`src/rtl/clb_pkg.sv`:
```
// Package for the cursor list buffer: sizes, action codes, payload structs
// and the control types shared by the cells, the stacks and the top level.
// No dependencies.
package clb_pkg;

  // Number of entries the list can hold.
  localparam int CAPACITY = 64;
  // Width of a count that can reach CAPACITY, and of a position below it.
  localparam int CNT_W = $clog2(CAPACITY + 1);
  localparam int POS_W = $clog2(CAPACITY);
  localparam int DATA_W = 8;

  // Action codes of an input request.
  typedef enum logic [2:0] {
    ACT_BEGIN         = 3'd0,
    ACT_END           = 3'd1,
    ACT_NEXT          = 3'd2,
    ACT_PRIOR         = 3'd3,
    ACT_INSERT_AFTER  = 3'd4,
    ACT_INSERT_BEFORE = 3'd5,
    ACT_REMOVE        = 3'd6,
    ACT_REPLACE       = 3'd7
  } action_t;

  typedef struct packed {
    action_t           action;
    logic [DATA_W-1:0] value;
  } in_item_t;

  typedef struct packed {
    logic              ok;
    logic [DATA_W-1:0] removed_value;
    logic [DATA_W-1:0] cursor_value;
    logic [6-1:0]      cursor_position;
    logic [7-1:0]      entry_count;
  } out_item_t;

  // Operation applied to the cells of a stack; a write reaches only the top cell.
  typedef enum logic [1:0] {
    STK_HOLD,
    STK_PUSH,
    STK_POP,
    STK_WRITE
  } stk_op_t;

  typedef struct packed {
    stk_op_t           op;
    logic [DATA_W-1:0] push_data;
  } stk_ctl_t;

  // Sequencer states of the top level.
  typedef enum logic [1:0] {
    ST_IDLE,
    ST_MOVE_LEFT,
    ST_MOVE_RIGHT,
    ST_DONE
  } ctl_state_t;

endpackage

```
`src/rtl/clb_cell.sv`:
```
// One storage cell of a stack chain: holds a byte and takes its neighbor's.
// Depends on clb_pkg.
module clb_cell (
  input  logic                      clk,
  input  clb_pkg::stk_op_t          op,
  input  logic [clb_pkg::DATA_W-1:0] from_prev,
  input  logic [clb_pkg::DATA_W-1:0] from_next,
  output logic [clb_pkg::DATA_W-1:0] data
);

  logic [clb_pkg::DATA_W-1:0] data_r;
  logic [clb_pkg::DATA_W-1:0] data_nxt;

  // A push or write loads from the cell above, a pop from the cell below.
  always_comb begin
    unique case (op)
      clb_pkg::STK_HOLD:  data_nxt = data_r;
      clb_pkg::STK_PUSH:  data_nxt = from_prev;
      clb_pkg::STK_POP:   data_nxt = from_next;
      clb_pkg::STK_WRITE: data_nxt = from_prev;
      default:            data_nxt = data_r;
    endcase
  end

  always_ff @(posedge clk) begin
    data_r <= data_nxt;
  end

  assign data = data_r;

endmodule

```
`src/rtl/clb_stack.sv`:
```
// A stack built as a chain of clb_cell; cell 0 is the top of the stack.
// Depends on clb_pkg and clb_cell.
module clb_stack (
  input  logic                       clk,
  input  clb_pkg::stk_ctl_t          ctl,
  output logic [clb_pkg::DATA_W-1:0] top_data
);

  logic [clb_pkg::DATA_W-1:0] cell_data [clb_pkg::CAPACITY];

  // A write touches the top cell only; every other operation goes to all cells.
  for (genvar i = 0; i < clb_pkg::CAPACITY; i++) begin : g_cell
    logic [clb_pkg::DATA_W-1:0] prev_w;
    logic [clb_pkg::DATA_W-1:0] next_w;
    clb_pkg::stk_op_t           op_w;

    if (i == 0) begin : g_top
      assign prev_w = ctl.push_data;
      assign op_w   = ctl.op;
    end else begin : g_body
      assign prev_w = cell_data[i-1];
      assign op_w   = (ctl.op == clb_pkg::STK_WRITE) ? clb_pkg::STK_HOLD : ctl.op;
    end

    if (i == clb_pkg::CAPACITY - 1) begin : g_bottom
      assign next_w = cell_data[i];
    end else begin : g_inner
      assign next_w = cell_data[i+1];
    end

    clb_cell u_cell (
      .clk       (clk),
      .op        (op_w),
      .from_prev (prev_w),
      .from_next (next_w),
      .data      (cell_data[i])
    );
  end

  assign top_data = cell_data[0];

endmodule

```
`src/rtl/cursor_list_buffer_unit.sv`:
```
// Top level of the cursor list buffer: sequencer, counters and result register.
// Depends on clb_pkg and clb_stack.
//
// Usage: an ordered list of up to 64 bytes with one cursor. Each input request
// (in_valid/in_ready, in_data) carries an action and a byte; each request gives
// exactly one result (out_valid/out_ready, out_data) with the success flag, the
// removed byte, the byte and position at the cursor and the entry count.
// The list is held as two stacks of cells: the left stack holds the entries in
// front of the cursor, the right stack the entry at the cursor and those after
// it, so the cursor byte is always the top cell of the right stack.
// Begin, end and a remove of the last entry also move entries between the
// stacks: begin every entry in front of the cursor, end every entry behind
// it, and such a remove every remaining entry, since the stack chains move
// one entry between them per cycle. One request is in work at a time, so a
// new request is taken only once the last one's result is loaded; in_ready
// is high while the sequencer is idle.
// Reset empties the list and puts the cursor at 0; entry contents are not
// cleared and never show. When the receiver stalls, the result waits in the
// output register and the sequencer holds until it can hand over the next one.
module cursor_list_buffer_unit (
  input  logic               clk,
  input  logic               rst_n,
  input  logic               in_valid,
  output logic               in_ready,
  input  clb_pkg::in_item_t  in_data,
  output logic               out_valid,
  input  logic               out_ready,
  output clb_pkg::out_item_t out_data
);

  clb_pkg::ctl_state_t state_r, state_nxt;
  logic [clb_pkg::CNT_W-1:0]  lc_r, lc_nxt;
  logic [clb_pkg::CNT_W-1:0]  rc_r, rc_nxt;
  logic                       ok_r, ok_nxt;
  logic [clb_pkg::DATA_W-1:0] removed_r, removed_nxt;
  logic                       out_valid_r, out_valid_nxt;
  clb_pkg::out_item_t         out_r, out_nxt;
  logic                       out_load;

  clb_pkg::stk_ctl_t          l_ctl, r_ctl;
  logic [clb_pkg::DATA_W-1:0] l_top, r_top;
  logic [clb_pkg::CNT_W-1:0]  total_w;
  logic                       full_w;
  logic                       empty_w;

  // Two stack chains on either side of the cursor.
  clb_stack u_left (
    .clk      (clk),
    .ctl      (l_ctl),
    .top_data (l_top)
  );

  clb_stack u_right (
    .clk      (clk),
    .ctl      (r_ctl),
    .top_data (r_top)
  );

  assign total_w = lc_r + rc_r;
  assign full_w  = (total_w == clb_pkg::CNT_W'(clb_pkg::CAPACITY));
  assign empty_w = (total_w == '0);

  // Sequencer: applies the action, then moves entries one per cycle if needed.
  always_comb begin
    state_nxt   = state_r;
    lc_nxt      = lc_r;
    rc_nxt      = rc_r;
    ok_nxt      = ok_r;
    removed_nxt = removed_r;
    l_ctl       = '{op: clb_pkg::STK_HOLD, push_data: r_top};
    r_ctl       = '{op: clb_pkg::STK_HOLD, push_data: l_top};
    in_ready    = 1'b0;
    out_load    = 1'b0;

    unique case (state_r)
      clb_pkg::ST_IDLE: begin
        in_ready = 1'b1;
        if (in_valid) begin
          ok_nxt      = 1'b0;
          removed_nxt = '0;
          state_nxt   = clb_pkg::ST_DONE;
          unique case (in_data.action)
            clb_pkg::ACT_BEGIN: begin
              if (!empty_w) begin
                ok_nxt = 1'b1;
                if (lc_r != '0) state_nxt = clb_pkg::ST_MOVE_LEFT;
              end
            end
            clb_pkg::ACT_END: begin
              if (!empty_w) begin
                ok_nxt = 1'b1;
                if (rc_r > clb_pkg::CNT_W'(1)) state_nxt = clb_pkg::ST_MOVE_RIGHT;
              end
            end
            clb_pkg::ACT_NEXT: begin
              if (rc_r > clb_pkg::CNT_W'(1)) begin
                ok_nxt   = 1'b1;
                r_ctl.op = clb_pkg::STK_POP;
                l_ctl.op = clb_pkg::STK_PUSH;
                lc_nxt   = lc_r + clb_pkg::CNT_W'(1);
                rc_nxt   = rc_r - clb_pkg::CNT_W'(1);
              end
            end
            clb_pkg::ACT_PRIOR: begin
              if (lc_r != '0) begin
                ok_nxt   = 1'b1;
                l_ctl.op = clb_pkg::STK_POP;
                r_ctl.op = clb_pkg::STK_PUSH;
                lc_nxt   = lc_r - clb_pkg::CNT_W'(1);
                rc_nxt   = rc_r + clb_pkg::CNT_W'(1);
              end
            end
            clb_pkg::ACT_INSERT_AFTER: begin
              if (empty_w) begin
                ok_nxt          = 1'b1;
                r_ctl.op        = clb_pkg::STK_PUSH;
                r_ctl.push_data = in_data.value;
                rc_nxt          = clb_pkg::CNT_W'(1);
              end else if (!full_w) begin
                // The old cursor byte moves in front; the new byte takes the top.
                ok_nxt          = 1'b1;
                l_ctl.op        = clb_pkg::STK_PUSH;
                r_ctl.op        = clb_pkg::STK_WRITE;
                r_ctl.push_data = in_data.value;
                lc_nxt          = lc_r + clb_pkg::CNT_W'(1);
              end
            end
            clb_pkg::ACT_INSERT_BEFORE: begin
              if (!full_w) begin
                ok_nxt          = 1'b1;
                r_ctl.op        = clb_pkg::STK_PUSH;
                r_ctl.push_data = in_data.value;
                rc_nxt          = rc_r + clb_pkg::CNT_W'(1);
              end
            end
            clb_pkg::ACT_REMOVE: begin
              if (!empty_w) begin
                ok_nxt      = 1'b1;
                removed_nxt = r_top;
                r_ctl.op    = clb_pkg::STK_POP;
                rc_nxt      = rc_r - clb_pkg::CNT_W'(1);
                // Removing the last entry sends the cursor back to the start.
                if (rc_r == clb_pkg::CNT_W'(1) && lc_r != '0) begin
                  state_nxt = clb_pkg::ST_MOVE_LEFT;
                end
              end
            end
            clb_pkg::ACT_REPLACE: begin
              if (!empty_w) begin
                ok_nxt          = 1'b1;
                r_ctl.op        = clb_pkg::STK_WRITE;
                r_ctl.push_data = in_data.value;
              end
            end
            default: begin
              state_nxt = clb_pkg::ST_DONE;
            end
          endcase
        end
      end
      clb_pkg::ST_MOVE_LEFT: begin
        l_ctl.op = clb_pkg::STK_POP;
        r_ctl.op = clb_pkg::STK_PUSH;
        lc_nxt   = lc_r - clb_pkg::CNT_W'(1);
        rc_nxt   = rc_r + clb_pkg::CNT_W'(1);
        if (lc_r == clb_pkg::CNT_W'(1)) state_nxt = clb_pkg::ST_DONE;
      end
      clb_pkg::ST_MOVE_RIGHT: begin
        r_ctl.op = clb_pkg::STK_POP;
        l_ctl.op = clb_pkg::STK_PUSH;
        lc_nxt   = lc_r + clb_pkg::CNT_W'(1);
        rc_nxt   = rc_r - clb_pkg::CNT_W'(1);
        if (rc_r == clb_pkg::CNT_W'(2)) state_nxt = clb_pkg::ST_DONE;
      end
      clb_pkg::ST_DONE: begin
        if (!out_valid_r || out_ready) begin
          out_load  = 1'b1;
          state_nxt = clb_pkg::ST_IDLE;
        end
      end
      default: begin
        state_nxt = clb_pkg::ST_IDLE;
      end
    endcase
  end

  // Result register, loaded once the list has settled.
  always_comb begin
    out_nxt.ok              = ok_r;
    out_nxt.removed_value   = removed_r;
    out_nxt.cursor_value    = empty_w ? '0 : r_top;
    out_nxt.cursor_position = lc_r[clb_pkg::POS_W-1:0];
    out_nxt.entry_count     = total_w;
    if (out_load) begin
      out_valid_nxt = 1'b1;
    end else if (out_ready) begin
      out_valid_nxt = 1'b0;
    end else begin
      out_valid_nxt = out_valid_r;
    end
  end

  always_ff @(posedge clk) begin
    if (!rst_n) begin
      state_r     <= clb_pkg::ST_IDLE;
      lc_r        <= '0;
      rc_r        <= '0;
      out_valid_r <= 1'b0;
    end else begin
      state_r     <= state_nxt;
      lc_r        <= lc_nxt;
      rc_r        <= rc_nxt;
      out_valid_r <= out_valid_nxt;
    end
  end

  always_ff @(posedge clk) begin
    ok_r      <= ok_nxt;
    removed_r <= removed_nxt;
    if (out_load) begin
      out_r <= out_nxt;
    end
  end

  assign out_valid = out_valid_r;
  assign out_data  = out_r;

  // The two stacks never hold more than the capacity between them.
  a_total_bound: assert property (@(posedge clk) disable iff (!rst_n)
    total_w <= clb_pkg::CNT_W'(clb_pkg::CAPACITY))
    else $error("list count above capacity");

  // A non-empty list always has an entry under the cursor when idle.
  a_cursor_on_entry: assert property (@(posedge clk) disable iff (!rst_n)
    (state_r == clb_pkg::ST_IDLE && !empty_w) |-> (rc_r != '0))
    else $error("cursor past the last entry");

  // Moving toward the start only runs while entries remain in front.
  a_move_left: assert property (@(posedge clk) disable iff (!rst_n)
    (state_r == clb_pkg::ST_MOVE_LEFT) |-> (lc_r != '0))
    else $error("move toward start with nothing in front");

  // Moving toward the end stops with one entry left at the cursor.
  a_move_right: assert property (@(posedge clk) disable iff (!rst_n)
    (state_r == clb_pkg::ST_MOVE_RIGHT) |-> (rc_r > clb_pkg::CNT_W'(1)))
    else $error("move toward end past the last entry");

  // A result appears only after the sequencer finished a request.
  a_result_source: assert property (@(posedge clk) disable iff (!rst_n)
    $rose(out_valid_r) |-> ($past(state_r) == clb_pkg::ST_DONE))
    else $error("result without a finished request");

endmodule

```
`config.mk`:
```
export PLATFORM = sky130hd
export DESIGN_NAME = cursor_list_buffer_unit
export DESIGN_NICKNAME = d
export VERILOG_FILES = /design/src/rtl/clb_pkg.sv /design/src/rtl/clb_cell.sv /design/src/rtl/clb_stack.sv /design/src/rtl/cursor_list_buffer_unit.sv
export SDC_FILE = /design/constraint.sdc
export NUM_CORES = 2
export LEC_CHECK = 0
export ABC_AREA = 1
export BUFFER_PORTS_ARGS = -buffer_cell sky130_fd_sc_hd__buf_4
export CAP_MARGIN = 20
export CELL_PAD_IN_SITES_DETAIL_PLACEMENT = 1
export CELL_PAD_IN_SITES_GLOBAL_PLACEMENT = 1
export CORE_ASPECT_RATIO = 0.9
export CORE_UTILIZATION = 30
export DETAILED_ROUTE_END_ITERATION = 10
export PLACE_DENSITY_LB_ADDON = 0.08
export SLEW_MARGIN = 20
export SYNTH_ARGS = -nofsm -noshare
export SYNTH_HDL_FRONTEND = slang
export SYNTH_HIERARCHICAL = 1
export SYNTH_SLANG_ARGS = --single-unit
```
`constraint.sdc`:
```
create_clock -name clk -period 10.2 [get_ports clk]
set_input_delay 0 -clock clk [delete_from_list [all_inputs] [get_ports clk]]
set_output_delay 0 -clock clk [all_outputs]
set_load 0.01 [all_outputs]
```
== Yosys cells after proc, flatten, opt, wreduce, memory -nomap -nowiden ==
Index checks and enable logic that the tools add are counted.
Word-level totals
  output and inout port bits: 32
  flip-flop bits (word level): 1080
  word-level logic and storage cells: 396
  input port bits: 15
Operators by class
  add/subtract/negate cells: 5
  equal/unequal tests: 39
  muxes and demuxes: 188
  reductions and logical operators: 24
  $lt $le $gt $ge: 1
Operators with widths (number)
  one-hot mux 8 bit (2 select lines): 126
  2-to-1 mux 7 bit: 11
  one-hot mux 7 bit (3 select lines): 3
  2-to-1 mux 10 bit: 4
  one-hot mux 7 bit (5 select lines): 1
  2-to-1 mux 8 bit: 4
  2-to-1 mux 2 bit: 14
  one-hot mux 2 bit (3 select lines): 4
  one-hot mux 8 bit (3 select lines): 1
  != test 3 bit, second input constant: 7
  == test 2 bit, second input constant: 10
  2-to-1 mux 1 bit: 16
  adder 7 x 1 -> 7 bit, second input constant: 2
  == test 7 x 1 -> 1 bit, second input constant: 2
  subtractor 7 x 1 -> 7 bit, second input constant: 2
  == test 3 bit, second input constant: 4
  one-hot mux 2 bit (6 select lines): 1
  OR reduction 2 bit: 6
  == test 2 x 1 -> 1 bit, second input constant: 5
  logical NOT 2 bit: 5
  2-to-1 mux 9 bit: 1
  != test 2 bit, second input constant: 4
  one-hot mux 2 bit (4 select lines): 1
  AND reduction 8 bit: 1
  other kinds (21): 22

== Depth between registers and ports, before layout ==
  depth in word-level cells: 12
  mapped depth: 21
  mapped depth without buffers: 19

== By module ==
The synthesis kept the hierarchy.
Modules (own cells, without submodules)
  clb_cell: times used 128, area each 351.6 sq um, cells each 35, sequential area each 240.2 sq um
  cursor_list_buffer_unit: times used 1, area each 3901.2 sq um, cells each 527, sequential area each 1511.4 sq um
  clb_stack: times used 2, area each 15.0 sq um, cells each 4, sequential area each 0.0 sq um

== Worst setup path after synthesis ==
Ideal clock, no wire load.
  path kind: register to register
  from: register lc_r[0] (netlist name)
  to: register u_right.g_cell[10].u_cell.data_r, in the netlist u_right/g_cell[10].u_cell/data[0], enable pin
  library setup time: 0.330 ns
  stages on the path, launching flop included: 17
  data arrival time: 6.718 ns
  period minus slack after synthesis: 7.048 ns
  data required time: 9.870 ns
  buffers on the path: 1
  path slack: 3.152 ns
  cell sequence: dfxtp_1 -> ha_1 -> inv_1 -> fa_1 -> inv_1 -> or2_1 -> nor2_2 -> nand3_4 -> nor2_8 -> nand2_4 -> nand2_2 -> o21ai_0 -> nand3_1 -> nand3_1 -> nor2_1 -> buf_6 -> or2_1
RTL lines
  start, declared: RTL line cursor_list_buffer_unit.sv:32  | logic [clb_pkg::CNT_W-1:0] lc_r, lc_nxt;
  start signal, assigned: RTL line cursor_list_buffer_unit.sv:211  | lc_r <= lc_nxt;
  end signal, assigned: RTL line clb_cell.sv:26  | data_r <= data_nxt;
  end, declared: RTL line clb_cell.sv:11  | logic [clb_pkg::DATA_W-1:0] data_r;

==> impl_metrics.tcl <==
set metrics [dict create \
    clock_sinks 1080 \
    grtUsageMet2 0.221 \
    drtAntennaViolNets 0 \
    nNetsFinal 5124 \
    start_util 0.302 \
    dpl.hpwl_um 82000 \
    die-width_um 428 \
    grt_util_met3 0.0260 \
    dp.cells 7072 \
    maxSlewHeadroom 0.338 \
    core.rowCount 140 \
    ys_seq_area_frac 0.659 \
    top_usage_layer "met2" \
    yosys_register_bits 1080 \
    synth_top_area_cell "edfxtp_1" \
    cts_tree "yes" \
    num_io_pins 47 \
    core_area_um2 162000 \
    synth_edf_count 1063 \
    gp_congestion 0.720 \
    path_max_fanout 60 \
    rrSetupSlack_ps 4480 \
    crit_path_end_kind "flip-flop" \
    antenna_found_initial 1 \
    grt.total_usage 0.145 \
    layout-drive-gt1-share 0.0729 \
    cts_hold_buffers 14 \
    syn_to_final_growth_pct 12.0 \
    vias 31958 \
    io_buffers 46 \
    synth-warning-count 6 \
    crit_required_ps 10590 \
    insertion_delay_ps 750 \
    grt_pass1_vias 34369 \
    yosys-top-cells-area "edfxtp_1, nand2_1, buf_6" \
    yosys_most_used_dff "edfxtp_1" \
    final-hold-violation-count 0 \
    yosysUniqueCellTypes 37 \
    cts_setup_buffers 0 \
    grt-ovfl-total 0 \
    slowest_stage "nor2_4" \
    cts_root_buf "clkbuf_16" \
    grt_max_degree 175 \
    dieArea_um2 165000 \
    syn-instance-count 5015 \
    p_leak_nw 23.5 \
    fin_cells 7317 \
    post_cts_resized 0 \
    antennaDiodeCount 0 \
    grt_use_met1 0.212 \
    critPathLaunchType "flip-flop" \
    clk_pin_slew_ps 50 \
    ir_drop_uv 212 \
    drc_errors 0 \
    drv_cap 0 \
    path_class "flip-flop to flip-flop" \
    ff2ff_path_depth 18 \
    max_freq_mhz 175 \
    period_share 0.561 \
    first_pass_iters 5 \
    finalSetupViolCount 0 \
    cellPowerDensity_nw_per_um2 404 \
    rsz0062_at_grt "false" \
    critPathArrivalTime_ps 6120 \
    tightest_slew_ps 992 \
    holdCritPathClass "input port to flip-flop" \
    drt-total-wl_um 118000 \
    die_y_um 385 \
    numCtsBuffers 132 \
    drtIter0Drc 1537 \
    fin_tns_setup_ps 0 \
    whs_ps 91.0 \
    drt-wirelength-per-cell_um 16.2 \
    path_cells "ha_1 -> inv_1 -> fa_1 -> inv_1 -> nand3_1 -> nand3_1 -> xor2_1 -> nor2_2 -> nand2_4 -> nand2_2 -> o21ai_0 -> nand3_1 -> nand2_1 -> inv_1 -> nor2_4 -> buf_4 -> buf_4 -> or2_1" \
    post-route-min-period_ps 5720 \
    vias_per_cell 4.37 \
    htreeDepth 4 \
    synth_top_area_share 0.652 \
    skew_ps 25.5 \
    grt_pass1_wl_um 192000 \
    syn_nets 5049 \
    crit_path_max_incr_delay_ps 750 \
    status "complete, no violations" \
    holdPathStages 9 \
    synth_area_per_cell_um2 9.76 \
    slew_viol_final 0 \
    async_flop_share 0 \
    synth_area_um2 48900 \
    cts_buffer_depth 3 \
]
worst max-delay path: cells and delay by family, from the launching register on:
family / cells / cell delay (ps)
AO/OA/AOI/OAI: 1 / 150
XOR/XNOR: 1 / 210
adder cells (fa/ha/maj): 2 / 660
buffers and inverters: 5 / 1390
flip-flops: 1 / 460
AND/OR/NAND/NOR: 9 / 2400
cell families (layout without fill, tap and decap cells):
logic type	after synthesis	count (layout)	share of synthesized area
simple gates	3503	3503	0.280
flops	1080	1080	0.659
buf+inv	344	516	0.0468
compound gates	52	52	0.00634
fa+ha+maj	19	19	0.00501
xor+xnor	17	17	0.00304
registers in the layout, summed over array words and instances, names as in the netlist, 2 cells and up:
name,cells
u_right/g_cell.u_cell/data,512
u_left/g_cell.u_cell/data,512
out_data,30
lc_r,7
state_r,2
removed_r,8
rc_r,7
cell usage after synthesis (2+ instances only):
master	count
nor3_1	3
buf_4	2
nor2_2	3
nand3_1	75
nand2_1	3170
inv_2	129
xor2_1	16
o21a_1	2
dfxtp_1	17
a22oi_1	2
ha_1	18
nand2_2	4
nor2_1	103
or2_1	129
a21oi_1	13
o22ai_1	6
nand4_1	8
o21ai_0	22
nand2_4	2
inv_1	73
buf_6	132
edfxtp_1	1063
nand3b_1	2
a32oi_1	2
nor2_8	2
clkbuf_1	6
final timing paths:
kind	endpoint	start
worst max-delay path	u_left/g_cell[11].u_cell/data[3]$_DFFE_PP_	lc_r[0]$_SDFFE_PN0P_
worst min-delay path	u_right/g_cell[0].u_cell/data[6]$_DFFE_PP_	in_data[6]
worst min register to register	out_data[28]$_DFFE_PP_	removed_r[7]$_SDFFCE_PN0P_
worst max register to register	u_left/g_cell[11].u_cell/data[3]$_DFFE_PP_	lc_r[0]$_SDFFE_PN0P_
where the power goes:
group	switching, W	total [W]	internal (W)
Combinational	0.00522	0.00716	0.00194
Clock	0.00186	0.00442	0.00256
Sequential	0.00148	0.0105	0.00906
stage by stage:
step / cell area, um^2 / worst slack, ps / utilization / total power [W]
after detailed placement: 50700 / 4370 / 0.313 / 0.0180
after global routing: 54800 / 3880 / 0.339 / 0.0241
after floorplan: 48900 / 3150 / - / 0.0158
after global placement: 50700 / 4520 / 0.313 / 0.0179
final: 54800 / 4480 / 0.339 / 0.0221
after CTS: 54800 / 4380 / 0.339 / 0.0226
placed cells by master, fill, tap and decap left out, types with 10 or more instances in the layout:
cell              n
a21oi_1          12
dfxtp_1          17
clkinv_1         34
inv_2           129
edfxtp_1       1063
buf_4            64
clkbuf_16       137
xor2_1           16
nor2_1           99
inv_1            73
o21ai_0          21
ha_1             18
clkbuf_1         37
nand2_1        3170
nand3_1          75
or2_1           129
dlygate4sd3_1    14
clkinv_2         10
final cells by class:
type                            count  area, um^2
Inverter                          203         762
Timing Repair Buffer               82         701
Sequential cell                  1080       32300
Fill cell                       18544      107000
Tap cell                         2130        2670
Multi-Input combinational cell   3591       14400
Clock inverter                     57         404
Clock buffer                      174        3570
routing by layer:
metal  wire length [um]  up-vias
met3               3560      166
met5                  0        -
met4               2400        0
li1                   -    16314
met1              61000    15191
met2              51200      287
No activity file was read; power rests on OpenSTA's default activity.
